[config.mk]
export PLATFORM = sky130hd
export DESIGN_NAME = lobm_seq
export DESIGN_NICKNAME = d
export VERILOG_FILES = /design/src/sv/lobm_pkg.sv /design/src/sv/lobm_seq.sv
export VERILOG_INCLUDE_DIRS = /design/src /design/src/sv
export SDC_FILE = /design/constraint.sdc
export NUM_CORES = 1
export LEC_CHECK = 0
export BUFFER_PORTS_ARGS = -buffer_cell sky130_fd_sc_hd__buf_2
export CORE_UTILIZATION = 50
export DETAILED_ROUTE_END_ITERATION = 8
export PLACE_DENSITY_LB_ADDON = 0.15
export SLEW_MARGIN = 10
export SYNTH_ARGS = -nofsm -noshare
export SYNTH_HDL_FRONTEND = slang
export SYNTH_SLANG_ARGS = --single-unit
[constraint.sdc]
create_clock -name clk -period 13.5 [get_ports clk]
set_input_delay 1.35 -clock clk [delete_from_list [all_inputs] [get_ports clk]]
set_output_delay 1.35 -clock clk [all_outputs]
set_load 0.03 [all_outputs]
[src/sv/limit_order_book_matcher_core_assert.svh]
// ----------------------------------------------------------------------------
// Assertion macros for the order book matcher.
// Each macro checks a property on the rising edge of clk, outside reset.
// ----------------------------------------------------------------------------
`ifndef LIMIT_ORDER_BOOK_MATCHER_CORE_ASSERT_SVH
`define LIMIT_ORDER_BOOK_MATCHER_CORE_ASSERT_SVH

// The property must hold at every clock edge.
`define LOBM_ASSERT(lbl, prop, msg) \
	lbl: assert property (@(posedge clk) disable iff (!arst_n) prop) else $error(msg);

// The condition must never be true.
`define LOBM_NEVER(lbl, cond, msg) \
	lbl: assert property (@(posedge clk) disable iff (!arst_n) !(cond)) else $error(msg);

`endif

[src/sv/lobm_pkg.sv]
`timescale 1ns / 1ps
// ----------------------------------------------------------------------------
// lobm_pkg
// Shared types and default sizes of the order book matcher.
// ----------------------------------------------------------------------------
package lobm_pkg;

	// Default ladder size and number of resting orders per price level.
	localparam int PRICE_LEVELS_DEF = 1024;
	localparam int LEVEL_DEPTH_DEF  = 16;

	// Side codes.
	localparam logic SIDE_BUY  = 1'b0;
	localparam logic SIDE_SELL = 1'b1;

	// One incoming order.
	typedef struct packed {
		logic [63:0] order_ref;
		logic        side;
		logic [9:0]  price_tick;
		logic [31:0] quantity;
	} order_t;

	// One acknowledgement.
	typedef struct packed {
		logic [63:0] ack_id;
		logic [31:0] filled_quantity;
		logic [31:0] rested_quantity;
		logic        rest_dropped;
	} ack_t;

endpackage

[src/sv/lobm_seq.sv]
`timescale 1ns / 1ps
// ----------------------------------------------------------------------------
// lobm_seq
// Sequencer of the matcher: walks price levels, fills resting orders with a
// shared compare and subtract unit, rests the remainder and emits the ack.
// ----------------------------------------------------------------------------
`include "limit_order_book_matcher_core_assert.svh"

module lobm_seq #(
	parameter int PRICE_LEVELS = lobm_pkg::PRICE_LEVELS_DEF,
	parameter int LEVEL_DEPTH  = lobm_pkg::LEVEL_DEPTH_DEF,
	parameter int TW  = $clog2(PRICE_LEVELS),
	parameter int HW  = (LEVEL_DEPTH > 1) ? $clog2(LEVEL_DEPTH) : 1,
	parameter int CW  = $clog2(LEVEL_DEPTH + 1),
	parameter int SAW = $clog2(PRICE_LEVELS * LEVEL_DEPTH)
) (
	input  logic                 clk,
	input  logic                 arst_n,
	input  logic                 in_valid,
	output logic                 in_ready,
	input  lobm_pkg::order_t     in_data,
	output logic                 out_valid,
	input  logic                 out_ready,
	output lobm_pkg::ack_t       out_data,
	output logic                 lvl_we,
	output logic [TW:0]          lvl_waddr,
	output logic [HW+CW-1:0]     lvl_wdata,
	output logic [TW:0]          lvl_raddr,
	input  logic [HW+CW-1:0]     lvl_rdata,
	output logic                 qty_we,
	output logic [SAW:0]         qty_waddr,
	output logic [31:0]          qty_wdata,
	output logic [SAW:0]         qty_raddr,
	input  logic [31:0]          qty_rdata
);
	import lobm_pkg::*;

	localparam logic [3:0] ST_CLEAR    = 4'd0;
	localparam logic [3:0] ST_IDLE     = 4'd1;
	localparam logic [3:0] ST_SCAN_RD  = 4'd2;
	localparam logic [3:0] ST_SCAN_CHK = 4'd3;
	localparam logic [3:0] ST_MATCH    = 4'd4;
	localparam logic [3:0] ST_REST_RD  = 4'd5;
	localparam logic [3:0] ST_REST_CHK = 4'd6;
	localparam logic [3:0] ST_DONE     = 4'd7;

	localparam logic [TW-1:0] TICK_MAX = TW'(PRICE_LEVELS - 1);
	localparam logic [HW-1:0] HEAD_MAX = HW'(LEVEL_DEPTH - 1);
	localparam logic [CW-1:0] CNT_FULL = CW'(LEVEL_DEPTH);

	logic [3:0]    state_q, state_d;
	logic [TW:0]   clr_q, clr_d;
	logic [63:0]   id_q, id_d;
	logic          side_q, side_d;
	logic [TW-1:0] tick_q, tick_d;
	logic [TW-1:0] t_q, t_d;
	logic [31:0]   qty_q, qty_d;
	logic [31:0]   orig_q, orig_d;
	logic [HW-1:0] head_q, head_d;
	logic [CW-1:0] cnt_q, cnt_d;
	logic [31:0]   rested_q, rested_d;
	logic          dropped_q, dropped_d;
	ack_t          out_q, out_d;
	logic          out_valid_q, out_valid_d;

	logic [HW-1:0] rd_head, hn;
	logic [CW-1:0] rd_cnt, cn;
	logic [31:0]   qn;
	logic          last_tick;
	logic [TW-1:0] next_t;
	logic [HW+1:0] tail_sum;
	logic [HW-1:0] tail_slot;
	logic [TW-1:0] in_tick;
	logic          out_load;

	// Store address of a slot within the level at tick t.
	function automatic logic [SAW-1:0] slot_addr(logic [TW-1:0] t, logic [HW-1:0] s);
		return SAW'(32'(t) * 32'(LEVEL_DEPTH) + 32'(s));
	endfunction

	assign rd_head   = lvl_rdata[HW+CW-1:CW];
	assign rd_cnt    = lvl_rdata[CW-1:0];
	assign last_tick = (t_q == tick_q);
	assign next_t    = side_q ? (t_q - 1'b1) : (t_q + 1'b1);
	assign hn        = (head_q == HEAD_MAX) ? '0 : (head_q + 1'b1);
	assign cn        = cnt_q - 1'b1;
	assign qn        = qty_q - qty_rdata;

	// Tail slot of the own level, wrapping round the circular FIFO.
	assign tail_sum  = (HW+2)'(rd_head) + (HW+2)'(rd_cnt);
	assign tail_slot = (tail_sum >= (HW+2)'(LEVEL_DEPTH)) ?
		HW'(tail_sum - (HW+2)'(LEVEL_DEPTH)) : HW'(tail_sum);

	// Prices beyond the ladder saturate to the top tick.
	assign in_tick = (32'(in_data.price_tick) >= 32'(PRICE_LEVELS)) ?
		TICK_MAX : TW'(in_data.price_tick);

	assign in_ready  = (state_q == ST_IDLE);
	assign out_valid = out_valid_q;
	assign out_data  = out_q;
	assign out_load  = (state_q == ST_DONE) && (!out_valid_q || out_ready);

	// Next state and datapath.
	always_comb begin
		state_d     = state_q;
		clr_d       = clr_q;
		id_d        = id_q;
		side_d      = side_q;
		tick_d      = tick_q;
		t_d         = t_q;
		qty_d       = qty_q;
		orig_d      = orig_q;
		head_d      = head_q;
		cnt_d       = cnt_q;
		rested_d    = rested_q;
		dropped_d   = dropped_q;
		out_d       = out_q;
		out_valid_d = out_valid_q;
		lvl_we      = 1'b0;
		lvl_waddr   = {~side_q, t_q};
		lvl_wdata   = {head_q, cnt_q};
		lvl_raddr   = {~side_q, t_q};
		qty_we      = 1'b0;
		qty_waddr   = {~side_q, slot_addr(t_q, head_q)};
		qty_wdata   = qty_rdata - qty_q;
		qty_raddr   = {~side_q, slot_addr(t_q, head_q)};

		if (out_valid_q && out_ready) begin
			out_valid_d = 1'b0;
		end

		unique case (state_q)
			ST_CLEAR: begin
				lvl_we    = 1'b1;
				lvl_waddr = clr_q;
				lvl_wdata = '0;
				clr_d     = clr_q + 1'b1;
				if (clr_q == '1) begin
					state_d = ST_IDLE;
				end
			end
			ST_IDLE: begin
				if (in_valid) begin
					id_d      = in_data.order_ref;
					side_d    = in_data.side;
					tick_d    = in_tick;
					qty_d     = in_data.quantity;
					orig_d    = in_data.quantity;
					rested_d  = '0;
					dropped_d = 1'b0;
					t_d       = (in_data.side == SIDE_SELL) ? TICK_MAX : '0;
					state_d   = (in_data.quantity == '0) ? ST_DONE : ST_SCAN_RD;
				end
			end
			ST_SCAN_RD: begin
				state_d = ST_SCAN_CHK;
			end
			ST_SCAN_CHK: begin
				head_d = rd_head;
				cnt_d  = rd_cnt;
				if (rd_cnt != '0) begin
					qty_raddr = {~side_q, slot_addr(t_q, rd_head)};
					state_d   = ST_MATCH;
				end else if (last_tick) begin
					state_d = ST_REST_RD;
				end else begin
					t_d     = next_t;
					state_d = ST_SCAN_RD;
				end
			end
			ST_MATCH: begin
				if (qty_rdata <= qty_q) begin
					// Resting order filled in full: pop it.
					qty_d     = qn;
					head_d    = hn;
					cnt_d     = cn;
					lvl_we    = 1'b1;
					lvl_wdata = {hn, cn};
					qty_raddr = {~side_q, slot_addr(t_q, hn)};
					if (cn != '0 && qn != '0) begin
						state_d = ST_MATCH;
					end else if (qn == '0 || last_tick) begin
						state_d = ST_REST_RD;
					end else begin
						t_d     = next_t;
						state_d = ST_SCAN_RD;
					end
				end else begin
					// Resting order filled in part: it shrinks in place.
					qty_we  = 1'b1;
					qty_d   = '0;
					state_d = ST_REST_RD;
				end
			end
			ST_REST_RD: begin
				lvl_raddr = {side_q, tick_q};
				state_d   = (qty_q == '0) ? ST_DONE : ST_REST_CHK;
			end
			ST_REST_CHK: begin
				if (rd_cnt >= CNT_FULL) begin
					dropped_d = 1'b1;
				end else begin
					qty_we    = 1'b1;
					qty_waddr = {side_q, slot_addr(tick_q, tail_slot)};
					qty_wdata = qty_q;
					lvl_we    = 1'b1;
					lvl_waddr = {side_q, tick_q};
					lvl_wdata = {rd_head, rd_cnt + 1'b1};
					rested_d  = qty_q;
				end
				state_d = ST_DONE;
			end
			ST_DONE: begin
				if (out_load) begin
					out_d.ack_id          = id_q;
					out_d.filled_quantity = orig_q - qty_q;
					out_d.rested_quantity = rested_q;
					out_d.rest_dropped    = dropped_q;
					out_valid_d           = 1'b1;
					state_d               = ST_IDLE;
				end
			end
			default: begin
				state_d = ST_IDLE;
			end
		endcase
	end

	// Control registers.
	always_ff @(posedge clk or negedge arst_n) begin
		if (!arst_n) begin
			state_q     <= ST_CLEAR;
			clr_q       <= '0;
			out_valid_q <= 1'b0;
		end else begin
			state_q     <= state_d;
			clr_q       <= clr_d;
			out_valid_q <= out_valid_d;
		end
	end

	// Payload registers.
	always_ff @(posedge clk) begin
		id_q      <= id_d;
		side_q    <= side_d;
		tick_q    <= tick_d;
		t_q       <= t_d;
		qty_q     <= qty_d;
		orig_q    <= orig_d;
		head_q    <= head_d;
		cnt_q     <= cnt_d;
		rested_q  <= rested_d;
		dropped_q <= dropped_d;
		out_q     <= out_d;
	end

	// Checks on the sequencer.
	`LOBM_NEVER(a_no_accept_in_clear, (state_q == ST_CLEAR) && in_ready, "order taken during clear")
	`LOBM_NEVER(a_rest_not_full, (state_q == ST_REST_CHK) && lvl_we && (rd_cnt >= CNT_FULL), "rest into full level")
	`LOBM_ASSERT(a_accept_starts, (in_valid && in_ready) |=> (state_q == ST_SCAN_RD || state_q == ST_DONE), "bad start after accept")
	`LOBM_NEVER(a_rest_and_drop, out_load && (rested_q != '0) && dropped_q, "rested and dropped together")
	`LOBM_ASSERT(a_qty_shrinks, (state_q == ST_MATCH) |=> (qty_q <= $past(qty_q)), "remainder grew while matching")

endmodule

==> metrics list, run 1 <==
- Final Net Count: 2268
- Remaining global-route overflow: 0
* Most common library cell in the layout ignoring fill and taps: sky130_fd_sc_hd__buf_2
- The clock reaches the later pin of the worst-skew pair after 550 ps.
* Critical path capture point type: output port
- Of the total synthesized cell area, the portion taken by AND, OR, NAND and NOR gates is 0.1219.
- In the layout the commonest cells are sky130_fd_sc_hd__buf_2, sky130_fd_sc_hd__edfxtp_1, sky130_fd_sc_hd__nand2_1, sky130_fd_sc_hd__nor2_1, sky130_fd_sc_hd__a21oi_1.
- In this run, post-CTS hold repair placed 0 buffers.
* Type of the setup path with the least slack: input pin to output port
* Unrepaired setup endpoints after global routing: false
- Maximum buffer depth of the clock tree: 3
* Post-DR wirelength/cell: 20.39 um
- The H-tree was split into 2 levels.
- Of the total synthesized cell area, the portion taken by XOR and XNOR cells is 0.05590.
- The first global-routing pass estimated 76400 um of wire.
* Net count of the mapped netlist: 1909
- Number of pins with negative max-slew slack in the final report: 0
* Starting utilization of the core area: 0.5097
- The path class of the tightest hold or removal check is flip-flop to flip-flop.
- After detailed routing, the number of vias per cell comes to 5.637.
- Buffers inserted during clock tree synthesis total 37.
- Wires add up to 50820 um.
* Sum Neg Setup Slack: 0 ps
* Post-cts resize count: 0
- After legalization and detailed placement, the total HPWL measured 38090 um.
- The first detailed-routing pass ran for 8 iterations.
* Kind of start point of the critical path: input pin
- Max-cap violations in this run came to 0.
- Gr usage total: 0.2714
- CP required: 12150 ps
- By area, the combinational part of the netlist is dominated by compound AO/OA/AOI/OAI gates.
- The worst pin sits at a relative slew slack of 0.3096.
- Mux contribution to synthesized area: 0.01205
- Vias in the first global route: 13656
* Endpoint arrival time on the critical path: 4950 ps
- For this run, the slowest stage of the critical path takes 670 ps.
- Family with the most delay on the worst path: compound AO/OA/AOI/OAI gates
* Layout Area Growth over Synthesis: 19.98%
- The detail route stage leaves a number of antenna-violating nets equal to 0.
- Port buffering added 377 buffers.
* Antenna violations before repair: 4
* Share of the cycle needed by the critical path after routing: 0.4666
- Post-synth EDFFs: 320
- The average instance in the mapped netlist occupies 11.08 um2.
- The run finished, with violations left.
- Vias: 14052
- Cell leakage power: 9.162 nW
- TritonCTS built the clock tree.
* Number of buffers and inverters on the critical path: 4
* Least-Margin Pin Slew: 1036 ps
* Height of the die: 192.7 um
- Syn Inst Count: 1640
- Clock sinks: 335
- Entering global routing, the biggest net connects 86 pins.
- Achievable Freq: 158.7 MHz
- Buffer type at the clock tree root: sky130_fd_sc_hd__clkbuf_16
* Power density over the cells: 151.0 nW/um2
- The congestion estimate from routability-driven global placement came to 0.9301.
- Setup violations remaining at the end of the flow were counted as 0.
* Fraction of synthesis flops using an asynchronous set or reset pin: 0.04478
* Yosys warning count: 0
* Fraction of final layout cells with drive strength greater than 1: 0.2394
- Along the worst path, the maximum fanout reaches 13.
- Synthesized-area fraction occupied by ao, oa, aoi and oai cells: 0.1407
- Adder-Cell Fraction of Synth Area: 0.08261
- Once the clock tree was built, the setup fixing pass inserted 0 buffers.
* Most used flip-flop cell after synthesis: sky130_fd_sc_hd__edfxtp_1
- The synthesized netlist occupies a cell area of 18170 um2.
- In this run the horizontal extent of the chip is 192.7 um.
- The clock arrives with 17.10 ps of skew.
- For this run, the share of the core covered by cells in the final layout is 0.6116.
* Clock Pin Slew Worst Setup and Hold Paths: 60 ps
- The number of hold violations in the final report was 0.
- Shortest period the worst path allows: 6300 ps
- In the routed design, unresolved DRC markers number 136.
- Maximum ir drop on the vdd rail: 0.1114 mV
- First DRT Iteration DRCs: 1027
* Distinct cell type count of the synthesized netlist: 75
- For this design, the slowest cell found on the critical path is sky130_fd_sc_hd__o21ai_2.
- Counting flops and latches in the post-synthesis netlist gives 335.
* Violations in the final reports: DRC
- Total die area: 37120 um2
- For this run, the register share of the synthesized area comes to 0.5494.
- In this run the core area contains 69 standard-cell rows.
- In this run the count of I/O pins placed on the die edge is 378.
- The critical path goes through buf_2 -> inv_1 -> ha_1 -> and3_1 -> o21ai_0 -> nand4b_1 -> a21oi_1 -> o21bai_1 -> a21oi_1 -> o21ai_2 -> inv_1 -> nor2_1 -> nor2_1 -> o221ai_1 -> buf_2.
* Standard cell core area: 35660 um2
[cell usage after synthesis, types with 8 or more instances]
master                     count  area share
sky130_fd_sc_hd__a21o_1       42       0.017
sky130_fd_sc_hd__a21oi_1     119       0.033
sky130_fd_sc_hd__a221o_1      10      0.0055
sky130_fd_sc_hd__buf_2        10      0.0028
sky130_fd_sc_hd__clkbuf_1     49       0.010
sky130_fd_sc_hd__dfrtp_1      15       0.021
sky130_fd_sc_hd__edfxtp_1    320        0.53
sky130_fd_sc_hd__ha_1        112       0.077
sky130_fd_sc_hd__inv_1       102       0.021
sky130_fd_sc_hd__mux2_2       11      0.0068
sky130_fd_sc_hd__mux2i_1       8      0.0044
sky130_fd_sc_hd__nand2_1     189       0.039
sky130_fd_sc_hd__nand2b_1     11      0.0038
sky130_fd_sc_hd__nand3_1      26      0.0072
sky130_fd_sc_hd__nand4_1      23      0.0079
sky130_fd_sc_hd__nor2_1      134       0.028
sky130_fd_sc_hd__nor2b_1      14      0.0048
sky130_fd_sc_hd__nor3_1       17      0.0047
sky130_fd_sc_hd__nor4_1       24      0.0083
sky130_fd_sc_hd__o21a_1        9      0.0037
sky130_fd_sc_hd__o21ai_0      97       0.027
sky130_fd_sc_hd__o21bai_1     17      0.0070
sky130_fd_sc_hd__o31ai_1      31       0.013
sky130_fd_sc_hd__xnor2_1      75       0.036
sky130_fd_sc_hd__xor2_1       41       0.020
[path summary, 6_finish.rpt]
kind                              start             to  slack (ps)  depth (start not counted)
setup reg to reg               qty_q[0]         t_q[5]        8640                         15
hold / removal                 id_q[44]  out_data[109]         410                          0
max in group asynchronous        arst_n       clr_q[0]       12540                          1
min in group asynchronous        arst_n       clr_q[8]         710                          1
hold reg to reg                id_q[44]  out_data[109]         410                          0
setup / recovery           qty_rdata[5]   lvl_wdata[1]        7200                         15
[metal layers]
metal | vias up | share of wire | track usage
met1 | 6729 | 0.43 | 0.3660
met3 | 76 | 0.084 | 0.05528
met4 | 6 | 0.024 | 0.08177
li1 | 6700 | - | -
met5 | - | 0.00059 | 0
met2 | 541 | 0.46 | 0.4393
[registers in the layout, indices dropped and copies added (netlist names), 3 cells and up]
register  count
orig_q       32
cnt_q         5
qty_q        32
state_q       3
clr_q        11
out_data    129
head_q        4
id_q         64
rested_q     32
tick_q       10
t_q          10
[layout make-up]
| type | count | area, um2 |
|---|---|---|
| fillers | 2990 | 13850 |
| flip-flops and latches | 335 | 9985 |
| multi-input cells | 1134 | 7537 |
| repair buffers | 389 | 1977 |
| clock buffers | 42 | 975.9 |
| well taps | 461 | 576.8 |
| inverters | 102 | 385.4 |
| clock inverters | 24 | 354.1 |
| diodes | 6 | 15.01 |
[metrics by stage]
step | power, mW | instance area (um2) | cells | hold WS (ps) | setup WS [ps]
2_1_floorplan | 1.942 | 18170 | 1640 | 400.3 | 6062
3_3_place_gp | 2.201 | 20460 | 2421 | 400.4 | 7413
3_5_place_dp | 2.212 | 20460 | 2421 | 404.5 | 7248
4_1_cts | 3.313 | 21790 | 2487 | 417.9 | 7232
5_1_grt | 3.436 | 21790 | 2488 | 420.7 | 6986
6_report | 3.292 | 21810 | 2493 | 413.4 | 7200
[where the power goes]
group	switching, mW	internal, mW	total (mW)	leakage (nW)
Clock	0.416	0.678	1.09	0.649
Combinational	0.593	0.302	0.895	5.42
Sequential	0.0550	1.25	1.30	3.10
[logic make-up after synthesis]
logic type,count (synthesis)
xor gates and xnor gates,116
muxes,20
adders and majority gates,117
buffers and inverters,171
DFF,335
and+or+nand+nor,484
AOI/OAI and AO/OA,397
(Power assumes the default switching activity.)
==> inputs of run 2 (changes only) <==
==> constraint.sdc (replaced) <==
create_clock -name clk -period 5.9 [get_ports clk]
set_input_delay 0.59 -clock clk [delete_from_list [all_inputs] [get_ports clk]]
set_output_delay 0.59 -clock clk [all_outputs]
set_load 0.03 [all_outputs]
==> run 2 against run 1 <==
Compared with the run above: the run still ends with DRC left; cell count hardly changed; critical path depth down 1; total power up 130%; sequential power is 130% higher; wire length grew 0.55%; core utilization decreased by 0.081 points; worst hold slack worse by 210 ps; cell area fell by 0.13%; clock skew up 1.7 ps; non-clock buffer count rose by 1; clock power up 120%; global-route usage fell by 0.14 points; critical path type is now flip-flop to output port.
==> metrics list, run 2 (synthesis results as in run 1) <==
- The TritonCTS buffer count is 38 (+2.7%).
- The remaining antenna violation count is 0 (unchanged).
- Clock Pin Slew Worst Setup and Hold Paths: 60 ps (about the same)
* Worst-skew pair later-pin latency: 570 ps (+20 ps)
- Layout Area Growth over Synthesis: 19.82%
- Total number of placement rows: 69 (unchanged)
- GPL Wtd Cong: 0.9574 (+2.9%)
* Clock sinks: 335 (unchanged)
- The vertical die dimension was 192.7 um (unchanged).
- The min-delay analysis places its worst path in the category input pin to flip-flop.
- The register cell area after layout is 9985 um2 (unchanged).
- The number of buffers inserted to repair setup after CTS came to 0 (unchanged).
- The share of final-layout standard cells stronger than drive strength 1 came to 0.2369 (-0.002442).
- The max-capacitance violation count came to 0 (unchanged).
- The worst register-to-register path begins at qty_q[27].
* Power density over the cells: 341.8 nW/um2 (+130%)
- The number of nets in the final layout is 2270 (+0.088%).
* Endpoint arrival time on the critical path: 4800 ps (-150 ps)
* Worst clock skew: 18.78 ps (+1.680 ps)
- The area of combinational cells with multiple inputs came to 7541 um2 (about the same).
- The HPWL after detailed placement came to 37680 um (-1.1%).
- Static timing analysis puts the maximum clock frequency at 185.6 MHz.
* Number of pins with negative max-slew slack in the final report: 0 (unchanged)
- Hold bufs inserted after CTS: 1 (+1)
- The highest fanout seen on the critical path was 23 (+10).
- Vias in the first global route: 13384 (-2.0%)
- The aggregate global routing overflow was 0 (unchanged).
* Vias: 14124 (+0.51%)
* Final routed wirelength across all metal layers: 51100 um (+0.55%)
- Leaving out fill and tap cells, the most frequent cell in the layout is sky130_fd_sc_hd__buf_2.
- Least-Margin Pin Slew: 1099 ps (+62.93 ps)
- Unrepaired setup endpoints after global routing: false
- Starting utilization of the core area: 0.5097 (unchanged)
* First drt pass iteration count: 9 (+1)
- Crit path from: qty_q[27]
* Standard cell core area: 35660 um2 (unchanged)
* Filler Cell Count: 2972 (-0.60%)
* Deepest level of the CTS H-tree: 2 (unchanged)
- Maximum buffer depth of the clock tree: 3 (unchanged)
* Hold Path Origin: in_data[41]
- Utilization of the core after routing: 0.6108 (-0.0008070)
- The relative slew slack was 0.2676 (-0.04195).
- STA classifies the critical path endpoint as an output port.
- TritonCTS clock tree: built
* Share of the cycle needed by the critical path after routing: 0.9134
- Cell leakage power: 9.147 nW (-0.17%)
* Maximum ir drop on the vdd rail: 0.2290 mV (+110%)
- The number of DRC markers in iteration 0 came to 1186 (+15%).
- The run finished, with violations left.
- The tightest hold margin is 201.9 ps (-211.5 ps).
* Largest register FFs: 129 (unchanged)
- The total power after layout is 7.444 mW (+130%).
- The data required time at the worst endpoint is 5310 ps (-6840 ps).
* Buffer type at the clock tree root: sky130_fd_sc_hd__clkbuf_16
- The worst path in the final design needs a cycle of 5389 ps, including I/O delays and setup.
- The final reports fail on DRC.
- Total die area: 37120 um2 (unchanged)
- The number of hold violations in the final report is 0 (unchanged).
- Commonest non-fill, non-tap cells in the layout: sky130_fd_sc_hd__buf_2, sky130_fd_sc_hd__edfxtp_1, sky130_fd_sc_hd__nand2_1, sky130_fd_sc_hd__nor2_1, sky130_fd_sc_hd__a21oi_1
* Post-cts resize count: 0 (unchanged)
- The setup slack of the most critical reg-to-reg path is 1190 ps (-7450 ps).
- Width of the die: 192.7 um (unchanged)
* I/O pin count: 378 (unchanged)
- The initial antenna violation count was 2 (-2).
- The worst setup path is launched from a flip-flop.
- The number of DRC violations after detailed routing was 138 (+1.5%).
* Count of port buffers added during placement: 377 (unchanged)
- The detail-routed net length per standard cell came to 20.48 um (+0.47%).
- The maximum number of pins on one net before global-route repair is 96 (+12%).
* Sum Neg Setup Slack: 0 ps (unchanged)
* Gr usage total: 0.2699 (-0.001430)
- Final setup fails: 0 (unchanged)
- The critical path is of the flip-flop to output port type.
- The wire length of the first global-routing pass is 75400 um (-1.3%).
- Average via count per standard cell: 5.661 (+0.43%)
run 2: cell types whose count changed in the layout (fill, tap and decap cells not counted), moves of 2 or more:
cell                        previous run  this run
sky130_fd_sc_hd__buf_12                0         2
sky130_fd_sc_hd__buf_4                12        10
sky130_fd_sc_hd__bufinv_16             8         5
sky130_fd_sc_hd__clkbuf_1              3         7
sky130_fd_sc_hd__clkinv_1              5         8
sky130_fd_sc_hd__diode_2               6         4
run 2: layer usage:
layer,wire [um],part of all wire,up-vias,track usage
met5,28,0.00055,-,0
met4,1331,0.026,4,0.08177
met3,4760,0.093,96,0.06110
met2,23110,0.45,640,0.4276
met1,21870,0.43,6672,0.3679
li1,-,-,6712,-
run 2: cell type report:
cell class	count	area share
antenna	4	0.0004596
sequential	335	0.4585
inverter	102	0.01770
clock inverter	22	0.01155
tap	461	0.02649
timing repair buffer	390	0.09239
clock buffer	47	0.04665
multi-input combinational	1134	0.3463
run 2: critical path: stages, from the launching register on:
cell and delay, ps:
sky130_fd_sc_hd__edfxtp_1 530, sky130_fd_sc_hd__ha_1 590, sky130_fd_sc_hd__and4_1 350, sky130_fd_sc_hd__nand4_1 240
sky130_fd_sc_hd__or4_1 470, sky130_fd_sc_hd__nor4_1 440, sky130_fd_sc_hd__inv_1 80, sky130_fd_sc_hd__a21oi_1 200
sky130_fd_sc_hd__o21ai_2 90, sky130_fd_sc_hd__buf_4 250, sky130_fd_sc_hd__nand2b_1 290, sky130_fd_sc_hd__nor4_1 280
sky130_fd_sc_hd__a21oi_1 70, sky130_fd_sc_hd__nand2_1 130, sky130_fd_sc_hd__buf_2 220
run 2: worst paths after layout:
path,to,cells after the start
setup reg to reg,cnt_q[0],12
min in group asynchronous,clr_q[7],2
max in group asynchronous,clr_q[0],2
setup / recovery,lvl_wdata[4],14
hold reg to reg,out_data[127],0
hold / removal,tick_q[9],1
run 2: stage by stage:
| stage | instance area [um2] | setup WS (ps) | std cells |
|---|---|---|---|
| floorplan | 18180 | 1329 | 1640 |
| global placement | 20470 | 1130 | 2420 |
| detailed placement | 20470 | 951.4 | 2420 |
| CTS | 21740 | 483.8 | 2490 |
| global route | 21770 | 256.5 | 2491 |
| finish | 21780 | 511.0 | 2495 |
run 2: where the power goes:
part           internal, mW  leakage [nW]  switching [mW]
clock network          1.45         0.621           0.957
registers              2.86          3.10           0.127
logic                 0.692          5.43            1.36
